==> src/rtl/core/fmfc_pkg.sv <==
// shared types, constants and helper functions for the fix message frame checker
// no dependencies
package fmfc_pkg;

  // largest body length that a message may declare
  localparam int MAX_BODY_BYTES = 65536;
  // body length register holds one more than the maximum (saturation mark)
  localparam int LEN_W = $clog2(MAX_BODY_BYTES + 2);
  localparam logic [LEN_W-1:0] BLEN_MAX = LEN_W'(MAX_BODY_BYTES);
  localparam logic [LEN_W-1:0] BLEN_CAP = LEN_W'(MAX_BODY_BYTES + 1);

  // queue between classifier and parser
  localparam int QDEPTH = 4;
  localparam int QPTR_W = $clog2(QDEPTH);

  // characters
  localparam logic [7:0] CH_SOH  = 8'h01;
  localparam logic [7:0] CH_ZERO = 8'h30;
  localparam logic [7:0] CH_NINE = 8'h39;
  localparam logic [7:0] CH_ONE  = 8'h31;
  localparam logic [7:0] CH_FOUR = 8'h34;
  localparam logic [7:0] CH_EIGHT = 8'h38;
  localparam logic [7:0] CH_EQ   = 8'h3D;

  // status codes
  localparam logic [2:0] ST_OK       = 3'd0;
  localparam logic [2:0] ST_HEADER   = 3'd1;
  localparam logic [2:0] ST_FORMAT   = 3'd2;
  localparam logic [2:0] ST_LENGTH   = 3'd3;
  localparam logic [2:0] ST_CHECKSUM = 3'd4;
  localparam logic [2:0] ST_TYPE     = 3'd5;
  localparam logic [2:0] ST_DUP      = 3'd6;
  localparam logic [2:0] ST_GAP      = 3'd7;

  typedef struct packed {
    logic       mode;
    logic [7:0] data_byte;
  } in_t;

  typedef struct packed {
    logic [2:0]  status;
    logic [7:0]  msg_type;
    logic [31:0] seq_num;
    logic [16:0] msg_length;
    logic [31:0] expected_seq;
  } out_t;

  // classified byte passed from front to back
  typedef struct packed {
    logic       mode;
    logic [7:0] data;
    logic       soh;
    logic       digit;
    logic       eq;
    logic       is_8;
    logic       is_9;
    logic       is_1;
    logic       is_0;
    logic [3:0] dval;
  } cls_t;

  // decimal accumulate, saturating at all ones
  function automatic logic [31:0] dec32(logic [31:0] acc, logic [3:0] d);
    logic [35:0] t;
    t = {4'b0, acc} * 36'd10 + {32'b0, d};
    return (t > 36'hFFFF_FFFF) ? 32'hFFFF_FFFF : t[31:0];
  endfunction

  function automatic logic [15:0] dec16(logic [15:0] acc, logic [3:0] d);
    logic [19:0] t;
    t = {4'b0, acc} * 20'd10 + {16'b0, d};
    return (t > 20'h0FFFF) ? 16'hFFFF : t[15:0];
  endfunction

  function automatic logic [LEN_W-1:0] declen(logic [LEN_W-1:0] acc, logic [3:0] d);
    logic [LEN_W+3:0] t;
    t = {4'b0, acc} * (LEN_W+4)'(10) + (LEN_W+4)'(d);
    return (t > {4'b0, BLEN_CAP}) ? BLEN_CAP : t[LEN_W-1:0];
  endfunction

  // allowed message types
  function automatic logic known_type(logic [7:0] c);
    return (c >= CH_ZERO && c <= 8'h35) || c == CH_EIGHT || c == 8'h41 ||
           c == 8'h44 || c == 8'h46 || c == 8'h47 || c == 8'h57;
  endfunction

endpackage

==> src/rtl/core/fmfc_back.sv <==
// back end: message parser, sequence tracking and result register
// depends on fmfc_pkg
module fmfc_back (
  input  logic           clk,
  input  logic           rst,
  input  logic           q_empty,
  input  fmfc_pkg::cls_t rd_data,
  output logic           rd_en,
  input  logic           pop,
  output logic           empty,
  output fmfc_pkg::out_t dout
);
  import fmfc_pkg::*;

  localparam logic [3:0] PH_HUNT_8    = 4'd0;
  localparam logic [3:0] PH_HUNT_EQ   = 4'd1;
  localparam logic [3:0] PH_HUNT_SOH  = 4'd2;
  localparam logic [3:0] PH_START     = 4'd3;
  localparam logic [3:0] PH_START_EQ  = 4'd4;
  localparam logic [3:0] PH_BEGIN_VAL = 4'd5;
  localparam logic [3:0] PH_TAG9      = 4'd6;
  localparam logic [3:0] PH_TAG9_EQ   = 4'd7;
  localparam logic [3:0] PH_LEN       = 4'd8;
  localparam logic [3:0] PH_BODY      = 4'd9;
  localparam logic [3:0] PH_CS1       = 4'd10;
  localparam logic [3:0] PH_CS0       = 4'd11;
  localparam logic [3:0] PH_CSEQ      = 4'd12;
  localparam logic [3:0] PH_CSVAL     = 4'd13;

  localparam logic [1:0] BS_GAP  = 2'd0;
  localparam logic [1:0] BS_TAG  = 2'd1;
  localparam logic [1:0] BS_VAL  = 2'd2;
  localparam logic [1:0] BS_DEAD = 2'd3;

  localparam logic [1:0] K_NONE = 2'd0;
  localparam logic [1:0] K_TYPE = 2'd1;
  localparam logic [1:0] K_SEQ  = 2'd2;
  localparam logic [1:0] K_NEW  = 2'd3;

  localparam logic [16:0] LEN_SAT = 17'h1FFFF;

  logic [3:0]       phase, phase_next;
  logic [7:0]       byte_sum, byte_sum_next;
  logic [7:0]       declared_sum, declared_sum_next;
  logic [LEN_W-1:0] body_length, body_length_next;
  logic [LEN_W-1:0] body_count, body_count_next;
  logic [15:0]      tag_value, tag_value_next;
  logic             field_seen, field_seen_next;
  logic [7:0]       type_char, type_char_next;
  logic [31:0]      seq_accum, seq_accum_next;
  logic [31:0]      new_seq_accum, new_seq_accum_next;
  logic [2:0]       error_latch, error_latch_next;
  logic [16:0]      length_count, length_count_next;
  logic [31:0]      next_seq, next_seq_next;
  logic [1:0]       body_state, body_state_next;
  logic [1:0]       value_kind, value_kind_next;
  logic             type_first, type_first_next;
  logic             digits_on, digits_on_next;
  logic             new_seen, new_seen_next;

  logic             emit;
  logic [2:0]       est;
  logic             out_valid;
  cls_t             c;

  assign c     = rd_data;
  assign rd_en = !q_empty && (!out_valid || pop);
  assign empty = !out_valid;

  // parser next state
  always_comb begin
    phase_next         = phase;
    byte_sum_next      = byte_sum;
    declared_sum_next  = declared_sum;
    body_length_next   = body_length;
    body_count_next    = body_count;
    tag_value_next     = tag_value;
    field_seen_next    = field_seen;
    type_char_next     = type_char;
    seq_accum_next     = seq_accum;
    new_seq_accum_next = new_seq_accum;
    error_latch_next   = error_latch;
    length_count_next  = length_count;
    next_seq_next      = next_seq;
    body_state_next    = body_state;
    value_kind_next    = value_kind;
    type_first_next    = type_first;
    digits_on_next     = digits_on;
    new_seen_next      = new_seen;
    emit = 1'b0;
    est  = ST_OK;

    // message clear on header start
    if (!c.mode && ((phase == PH_HUNT_EQ && c.eq) || phase == PH_START)) begin
      byte_sum_next = 8'h00; declared_sum_next = 8'h00;
      body_length_next = '0; body_count_next = '0; tag_value_next = '0;
      field_seen_next = 1'b0; type_char_next = 8'h00; seq_accum_next = '0;
      new_seq_accum_next = '0; error_latch_next = ST_OK; length_count_next = '0;
      body_state_next = BS_GAP; value_kind_next = K_NONE;
      type_first_next = 1'b0; digits_on_next = 1'b0; new_seen_next = 1'b0;
    end

    if (c.mode) begin
      next_seq_next = 32'd1;
    end else begin
      unique case (phase)
        PH_HUNT_8: begin
          if (c.is_8) phase_next = PH_HUNT_EQ;
          else if (!c.soh) phase_next = PH_HUNT_SOH;
        end
        PH_HUNT_EQ: begin
          if (c.eq) begin
            length_count_next = 17'd2;
            byte_sum_next = CH_EIGHT + CH_EQ;
            phase_next = PH_BEGIN_VAL;
          end else begin
            phase_next = c.soh ? PH_HUNT_8 : PH_HUNT_SOH;
          end
        end
        PH_HUNT_SOH: begin
          if (c.soh) phase_next = PH_HUNT_8;
        end
        PH_START: begin
          length_count_next = 17'd1;
          byte_sum_next = c.data;
          if (c.is_8) phase_next = PH_START_EQ;
          else begin
            emit = 1'b1; est = ST_HEADER;
          end
        end
        default: begin
          if (length_count != LEN_SAT) length_count_next = length_count + 1'b1;
          if (phase < PH_CS1) byte_sum_next = byte_sum + c.data;
          unique case (phase)
            PH_START_EQ: begin
              if (!c.eq) begin emit = 1'b1; est = ST_HEADER; end
              else phase_next = PH_BEGIN_VAL;
            end
            PH_BEGIN_VAL: begin
              if (c.soh) phase_next = PH_TAG9;
            end
            PH_TAG9: begin
              if (!c.is_9) begin emit = 1'b1; est = ST_HEADER; end
              else phase_next = PH_TAG9_EQ;
            end
            PH_TAG9_EQ: begin
              if (!c.eq) begin emit = 1'b1; est = ST_HEADER; end
              else phase_next = PH_LEN;
            end
            PH_LEN: begin
              if (c.soh) begin
                if (body_length > BLEN_MAX) begin emit = 1'b1; est = ST_LENGTH; end
                else phase_next = (body_length == '0) ? PH_CS1 : PH_BODY;
              end else if (!c.digit) begin
                emit = 1'b1; est = ST_FORMAT;
              end else begin
                body_length_next = declen(body_length, c.dval);
              end
            end
            PH_BODY: begin
              // body field scanner
              if (!(body_state == BS_GAP && c.soh)) begin
                if (body_state == BS_GAP) tag_value_next = '0;
                if (body_state == BS_GAP || body_state == BS_TAG) begin
                  if (c.eq) begin
                    if (!field_seen) begin
                      if (tag_value_next != 16'd35 && error_latch == ST_OK)
                        error_latch_next = ST_HEADER;
                      field_seen_next = 1'b1;
                    end
                    if (!field_seen && tag_value_next == 16'd35) begin
                      value_kind_next = K_TYPE; type_char_next = 8'h00;
                      type_first_next = 1'b1;
                    end else if (tag_value_next == 16'd34) begin
                      value_kind_next = K_SEQ; seq_accum_next = '0;
                      digits_on_next = 1'b1;
                    end else if (tag_value_next == 16'd36 && !new_seen) begin
                      value_kind_next = K_NEW; new_seen_next = 1'b1;
                      new_seq_accum_next = '0; digits_on_next = 1'b1;
                    end else begin
                      value_kind_next = K_NONE;
                    end
                    body_state_next = BS_VAL;
                  end else if (c.digit) begin
                    tag_value_next = dec16(tag_value_next, c.dval);
                    body_state_next = BS_TAG;
                  end else begin
                    error_latch_next = ST_FORMAT;
                    body_state_next = BS_DEAD;
                  end
                end else if (body_state == BS_VAL) begin
                  if (c.soh) body_state_next = BS_GAP;
                  else if (value_kind == K_TYPE) begin
                    if (type_first) begin
                      type_char_next = c.data; type_first_next = 1'b0;
                    end
                  end else if (value_kind == K_SEQ || value_kind == K_NEW) begin
                    if (digits_on && c.digit) begin
                      if (value_kind == K_SEQ) seq_accum_next = dec32(seq_accum, c.dval);
                      else new_seq_accum_next = dec32(new_seq_accum, c.dval);
                    end else begin
                      digits_on_next = 1'b0;
                    end
                  end
                end
              end
              body_count_next = body_count + 1'b1;
              if (body_count_next >= body_length) begin
                if (body_state_next == BS_TAG) error_latch_next = ST_FORMAT;
                phase_next = PH_CS1;
              end
            end
            PH_CS1: begin
              if (!c.is_1) begin emit = 1'b1; est = ST_LENGTH; end
              else phase_next = PH_CS0;
            end
            PH_CS0: begin
              if (!c.is_0) begin emit = 1'b1; est = ST_LENGTH; end
              else phase_next = PH_CSEQ;
            end
            PH_CSEQ: begin
              if (!c.eq) begin emit = 1'b1; est = ST_LENGTH; end
              else begin
                declared_sum_next = 8'h00;
                phase_next = PH_CSVAL;
              end
            end
            PH_CSVAL: begin
              if (c.soh) begin
                // final status, in priority order
                emit = 1'b1;
                if (byte_sum != declared_sum) est = ST_CHECKSUM;
                else if (error_latch != ST_OK) est = error_latch;
                else if (!known_type(type_char)) est = ST_TYPE;
                else if (type_char == CH_FOUR) begin
                  if (new_seq_accum != '0) next_seq_next = new_seq_accum;
                end else if (seq_accum != '0) begin
                  if (seq_accum < next_seq) est = ST_DUP;
                  else if (seq_accum > next_seq) est = ST_GAP;
                  else next_seq_next = (seq_accum == 32'hFFFF_FFFF) ? seq_accum
                                                                    : seq_accum + 1'b1;
                end
              end else begin
                declared_sum_next = 8'(declared_sum * 8'd10) + c.data - CH_ZERO;
              end
            end
            default: phase_next = PH_HUNT_8;
          endcase
        end
      endcase
      // resume after a result
      if (emit) begin
        if (est == ST_OK) phase_next = PH_START;
        else phase_next = c.soh ? PH_HUNT_8 : PH_HUNT_SOH;
      end
    end
  end

  // parser state
  always_ff @(posedge clk) begin
    if (rst) begin
      phase <= PH_HUNT_8;
      byte_sum <= '0; declared_sum <= '0; body_length <= '0; body_count <= '0;
      tag_value <= '0; field_seen <= 1'b0; type_char <= '0; seq_accum <= '0;
      new_seq_accum <= '0; error_latch <= ST_OK; length_count <= '0;
      next_seq <= 32'd1; body_state <= BS_GAP; value_kind <= K_NONE;
      type_first <= 1'b0; digits_on <= 1'b0; new_seen <= 1'b0;
    end else if (rd_en) begin
      phase <= phase_next;
      byte_sum <= byte_sum_next; declared_sum <= declared_sum_next;
      body_length <= body_length_next; body_count <= body_count_next;
      tag_value <= tag_value_next; field_seen <= field_seen_next;
      type_char <= type_char_next; seq_accum <= seq_accum_next;
      new_seq_accum <= new_seq_accum_next; error_latch <= error_latch_next;
      length_count <= length_count_next; next_seq <= next_seq_next;
      body_state <= body_state_next; value_kind <= value_kind_next;
      type_first <= type_first_next; digits_on <= digits_on_next;
      new_seen <= new_seen_next;
    end
  end

  // result register
  always_ff @(posedge clk) begin
    if (rst) begin
      out_valid <= 1'b0;
    end else if (rd_en && emit) begin
      out_valid <= 1'b1;
    end else if (pop) begin
      out_valid <= 1'b0;
    end
  end

  always_ff @(posedge clk) begin
    if (rd_en && emit) begin
      dout.status       <= est;
      dout.msg_type     <= type_char_next;
      dout.seq_num      <= seq_accum_next;
      dout.msg_length   <= length_count_next;
      dout.expected_seq <= next_seq_next;
    end
  end

endmodule

==> config.mk <==
export PLATFORM = sky130hd
export DESIGN_NAME = fmfc_back
export DESIGN_NICKNAME = d
export VERILOG_FILES = /design/src/rtl/core/fmfc_pkg.sv /design/src/rtl/core/fmfc_back.sv
export SDC_FILE = /design/constraint.sdc
export NUM_CORES = 1
export LEC_CHECK = 0
export CORE_AREA = 3 3 398 243
export DETAILED_ROUTE_END_ITERATION = 8
export DIE_AREA = 0 0 401 246
export DONT_BUFFER_PORTS = 1
export GPL_TIMING_DRIVEN = 0
export SETUP_SLACK_MARGIN = 0.15
export SYNTH_ARGS = -nofsm -noshare
export SYNTH_HDL_FRONTEND = slang
export SYNTH_SLANG_ARGS = --single-unit
==> constraint.sdc <==
create_clock -name clk -period 9.45 [get_ports clk]
set_clock_uncertainty 0.1 [all_clocks]
set_input_delay 1.89 -clock clk [delete_from_list [all_inputs] [get_ports clk]]
set_output_delay 1.89 -clock clk [all_outputs]
set_load 0.02 [all_outputs]
==> results.json, run 1 <==
{
  "status": "complete, no violations",
  "area_growth_pct": 10.6,
  "cp-start-kind": "input port",
  "clock_power_share_pct": 49.8,
  "powerDensity_nw_per_um2": 102,
  "fin_setup_tns_ns": 0,
  "maxSlewHeadroom_pct": 10.8,
  "wl_um": 105000,
  "synth_top_area_share_pct": 15.6,
  "ys_seq_area_share_pct": 26.2,
  "cts_buffers": 34,
  "min_period_over_period_pct": 88.9,
  "drc_errors": 0,
  "finalNetCount": 3644,
  "clkSinkCount": 295,
  "rsz0062_at_grt": "false",
  "ios": 118,
  "cts_tree": "yes",
  "postSynth.asyncResetShare_pct": 0,
  "maxSlewViolCount": 0,
  "grt_pass1_wl_um": 155000,
  "leakagePower_nw": 11.4,
  "grt_max_degree": 53,
  "dpl_worst_slack_ns": 0.629,
  "grt_pass1_vias": 23800,
  "viasPerCell": 5.80,
  "crit_required_ns": 9.83,
  "cp_cell_sequence": "clkbuf_1 > o21ai_0 > or3_1 > clkbuf_1 > clkbuf_1 > clkbuf_1 > and3_1 > ha_1 > a21o_1 > a31o_2 > a2111oi_0 > o221ai_1 > or4_1 > or4_1 > a21oi_1 > buf_2 > nand3_1 > a22o_1",
  "critPathMostFrequentCell": "clkbuf_1",
  "die_w_um": 401,
  "wl_per_cell_um": 22.7,
  "setup_viol_count_final": 0,
  "power_switching_uw": 761,
  "drt_iter0_drc": 3877,
  "synthTopCellsByArea": "dfxtp_1, ha_1, edfxtp_1, a21oi_1, nand2_1",
  "die_area_sq_um": 98600,
  "cts_hold_buf": 0,
  "critPathMaxStageDelay_ns": 0.67,
  "max_cap_violations": 0,
  "nFillCells": 10000,
  "yosysTopAreaCell": "dfxtp_1",
  "core_area_sq_um": 93400,
  "swShare_pct": 25.9,
  "ys_ff_latch": 295,
  "finalHoldViolCount": 0,
  "max_clock_freq_mhz": 119,
  "grtUsageTotal_pct": 20.4,
  "cts_setup_buffers": 0,
  "grt_remaining_overflow": 0,
  "p_int_mw": 2.18,
  "die-height_um": 246,
  "clkTransAtPathRegs_ns": 0.07,
  "cts-root-buf": "clkbuf_16",
  "regArea_sq_um": 6830,
  "vias": 26800,
  "hold_start": "next_seq[26]",
  "power.total_mw": 2.94,
  "postRouteAntennaNets": 0,
  "place_area_sq_um": 27600,
  "layout_commonest_cell": "nand2_1",
  "design_area_sq_um": 28800,
  "clk_latency_ns": 0.59,
  "rows": 87,
  "initial_utilization_pct": 27.9,
  "dr.pass1.iters": 5,
  "synth.avg_cell_area_sq_um": 7.87,
  "netlist_area_sq_um": 26000,
  "startpoint": "rd_data[8]",
  "critical_path_arrival_ns": 8.78,
  "synth_warnings": 0,
  "period_needed_ns": 8.40,
  "min_path_type": "register to register",
  "end_kind": "register",
  "place.gp.congestion": 1.00,
  "ys_types": 93,
  "place.port_buffers": 0,
  "worst_pin_slew_ns": 1.34,
  "grt_antenna_before_repair": 6,
  "r2r-start": "phase[3]",
  "crit_type": "input port to register",
  "most-common-layout-cells": "nand2_1, a21oi_1, nor2_1",
  "pwr-share-seq_pct": 44.7,
  "cts_max_level": 2,
  "place_hpwl_um": 83500,
  "cts_resized": 0,
  "synth_ff_type": "dfxtp_1",
  "synth-edff-count": 92,
  "combPwrFrac_pct": 5.6,
  "clockBufferDepth": 3,
  "syn_nets": 3606,
  "worst-path-max-fanout": 10,
  "setup_slack_ns": 1.05,
  "slowest_stage": "clkbuf_1",
  "synthCells": 3307,
  "final_layout_size_suffix_gt1_share_pct": 3.71,
  "ir_drop_mv": 0.115,
  "multi_input_area_sq_um": 18100
}
==> layer usage <==
metal | vias to the layer above | GRT usage, % | wire, um
met5 | - | 0 | 69
met4 | 3 | 4.25 | 2020
met3 | 123 | 7.14 | 14900
met2 | 1595 | 26.1 | 38400
met1 | 12700 | 31.5 | 49400
li1 | 12400 | - | -
==> final timing paths <==
path                   to  slack, ns  depth (start not counted)
min          next_seq[26]       0.37                          1
max          tag_value[2]       1.05                         18
min reg2reg  next_seq[26]       0.37                          1
max reg2reg  tag_value[2]       1.98                         19
==> state kept, by name, summed over array words and instances, names as in the netlist, 2 cells and up <==
name,flops
length_count,17
body_length,17
body_state,2
value_kind,2
tag_value,16
phase,4
error_latch,3
body_count,17
type_char,8
seq_accum,32
byte_sum,8
declared_sum,8
next_seq,32
dout,92
new_seq_accum,32
==> layout make-up <==
cell class,instances,area share (%)
clock inverter,18,0.739
tap,1246,5.41
buffer,168,2.31
antenna,2,0.0174
multi-input combinational,2719,62.8
sequential,295,23.7
timing repair buffer,2,0.109
clock buffer,43,3.32
inverter,125,1.64
==> power by group through the flow <==
| stage | clock network [mW] | registers, mW | logic [mW] |
|---|---|---|---|
| after detailed placement | 0 | 1.34 | 0.154 |
| final | 1.46 | 1.31 | 0.163 |
| after global placement | 0 | 1.34 | 0.154 |
| after CTS | 1.48 | 1.31 | 0.155 |
| after global routing | 1.53 | 1.31 | 0.171 |
| after floorplan | 0 | 1.34 | 0.0944 |
==> kinds of logic (layout without fill, tap and decap cells) <==
logic type               Yosys count  count (layout)  synth area share (%)
AND/OR/NAND/NOR                 1212            1212                  22.8
AO/OA/AOI/OAI                   1004            1004                  25.2
flip-flops                       295             295                  26.2
buffers and inverters            293             356                  4.35
adder cells (fa/ha/maj)          275             275                  13.5
XOR/XNOR                         205             205                  6.95
multiplexers                      23              23                 0.932
other                              0               2                     0
==> cells in the mapped netlist, types with 44 or more instances <==
master and count:
dfxtp_1 203, edfxtp_1 92, clkbuf_1 144, xor2_1 95
nor2_1 286, nor4_1 48, nand3_1 102, inv_1 122
a21oi_1 288, o21ai_0 212, nand4_1 56, and3_1 44
xnor2_1 109, a211oi_1 61, ha_1 264, nand2_1 371
a21o_1 74, nor3_1 92
==> through the flow <==
stage | hold WS [ns] | cells | utilization [%]
6_report | 0.371 | 4618 | 30.8
5_1_grt | 0.377 | 4616 | 30.8
4_1_cts | 0.369 | 4616 | 30.8
3_5_place_dp | 0.355 | 4555 | 29.6
3_3_place_gp | 0.346 | 4553 | 29.5
2_1_floorplan | 0.342 | 3307 | -
==> critical path: cells and delay by family <==
family          cells  cell delay (ns)
compound gates      7             2.57
buf+inv             5             2.37
simple gates        5             1.63
fa+ha+maj           1             0.29
(Power assumes the default switching activity.)
==> inputs of run 2 (changes only) <==
==> constraint.sdc (replaced) <==
create_clock -name clk -period 9.45 [get_ports clk]
set_clock_uncertainty 0.1 [all_clocks]
set_input_delay 1.89 -clock clk [delete_from_list [all_inputs] [get_ports clk]]
set_output_delay 1.89 -clock clk [all_outputs]
set_load 0.05 [all_outputs]
==> results.json, run 2 (synthesis gave the netlist of run 1 again) <==
{
  "status": "complete, no violations",
  "critPathMaxStageDelay_ns": 0.68,
  "critPathMostFrequentCell": "clkbuf_1",
  "dr.pass1.iters": 8,
  "cp-start-kind": "input port",
  "regToRegSetupSlack_ns": 1.97,
  "most-common-layout-cells": "nand2_1, a21oi_1, nor2_1",
  "final_layout_size_suffix_gt1_share_pct": 3.74,
  "end_kind": "register",
  "cp_cell_sequence": "clkbuf_1 > o21ai_0 > or3_1 > clkbuf_1 > clkbuf_1 > clkbuf_1 > and3_1 > ha_1 > a21o_1 > a31o_2 > a2111oi_0 > o221ai_1 > or4_1 > or4_1 > a21oi_1 > buf_2 > nand3_1 > a22o_1",
  "hold_start": "next_seq[26]",
  "rows": 87,
  "place_area_sq_um": 27600,
  "clkTransAtPathRegs_ns": 0.07,
  "finalNetCount": 3644,
  "die_area_sq_um": 98600,
  "regMostFlops": "dout",
  "grt_pass1_wl_um": 155000,
  "grt_antenna_before_repair": 6,
  "fin_setup_tns_ns": 0,
  "clkSinkCount": 295,
  "die_w_um": 401,
  "setup_slack_ns": 1.04,
  "cts_hold_buf": 0,
  "max_clock_freq_mhz": 119,
  "worst-path-max-fanout": 10,
  "drt_iter0_drc": 3863,
  "crit_family": "compound AO/OA/AOI/OAI gates",
  "grt_remaining_overflow": 0,
  "powerDensity_nw_per_um2": 102,
  "critical_path_arrival_ns": 8.79,
  "leakagePower_nw": 11.4,
  "maxSlewHeadroom_pct": 9.93,
  "r2r-start": "phase[3]",
  "clockBufferDepth": 3,
  "wl_per_cell_um": 22.7,
  "largest_reg_flops": 92,
  "area_growth_pct": 10.6,
  "min_path_type": "register to register",
  "design_area_sq_um": 28800,
  "cts_resized": 0,
  "clk_latency_ns": 0.59,
  "cts_max_level": 2,
  "drc_errors": 0,
  "ir_drop_mv": 0.115,
  "core_area_sq_um": 93400,
  "critPathBufInv": 5,
  "min_period_over_period_pct": 89.0,
  "ios": 118,
  "slowest_stage": "clkbuf_1",
  "cts-root-buf": "clkbuf_16",
  "grt_pass1_vias": 23800,
  "rsz0062_at_grt": "false",
  "crit_type": "input port to register",
  "worst_pin_slew_ns": 1.35,
  "cts_setup_buffers": 0,
  "postRouteAntennaNets": 0,
  "fin_util_pct": 30.8,
  "grtUsageTotal_pct": 20.4,
  "initial_utilization_pct": 27.9,
  "vias": 26700,
  "die-height_um": 246,
  "dpl_worst_slack_ns": 0.629,
  "cts_buffers": 34,
  "max_cap_violations": 0,
  "grt_max_degree": 53,
  "viasPerCell": 5.79,
  "place_hpwl_um": 83500,
  "startpoint": "rd_data[8]",
  "wl_um": 105000,
  "setup_viol_count_final": 0,
  "place.port_buffers": 0,
  "maxSlewViolCount": 0,
  "cts_tree": "yes",
  "period_needed_ns": 8.41,
  "hold-worst-slack_ns": 0.371,
  "place.gp.congestion": 1.00,
  "crit_required_ns": 9.83,
  "finalHoldViolCount": 0,
  "layout_commonest_cell": "nand2_1"
}
==> run 2: cell counts in the layout (fill, tap and decap cells not counted) <==
Identical to the previous run, type by type.
==> run 2: layout make-up <==
class                   instances  area [sq um]
fillers                     10000         64600
multi-input cells            2719         18100
flip-flops and latches        295          6830
well taps                    1246          1560
clock buffers                  43           956
plain buffers                 168           666
inverters                     125           472
clock inverters                18           213
repair buffers                  2          31.3
diodes                          2          5.00
==> run 2: worst paths after layout <==
| path | endpoint | depth (start not counted) |
|---|---|---|
| max | tag_value[2] | 18 |
| min | next_seq[26] | 1 |
| max reg2reg | tag_value[2] | 19 |
| min reg2reg | next_seq[26] | 1 |
==> run 2: metal layers <==
metal,vias up,wire [um],GRT usage (%)
met4,3,1980,4.25
met5,-,69,0
met2,1558,38400,26.1
li1,12400,-,-
met1,12700,49500,31.5
met3,123,14800,7.14
==> run 2: power breakdown <==
part / internal (mW) / total, mW / switching (mW)
combinational: 0.0404 / 0.164 / 0.124
sequential: 1.30 / 1.31 / 0.0102
clock: 0.833 / 1.46 / 0.628
total: 2.18 / 2.94 / 0.762
==> run 2: per-stage QoR <==
step           cells  power, mW
2_1_floorplan   3307       1.43
5_1_grt         4616       3.02
3_3_place_gp    4553       1.50
6_report        4618       2.94
4_1_cts         4616       2.94
3_5_place_dp    4555       1.50
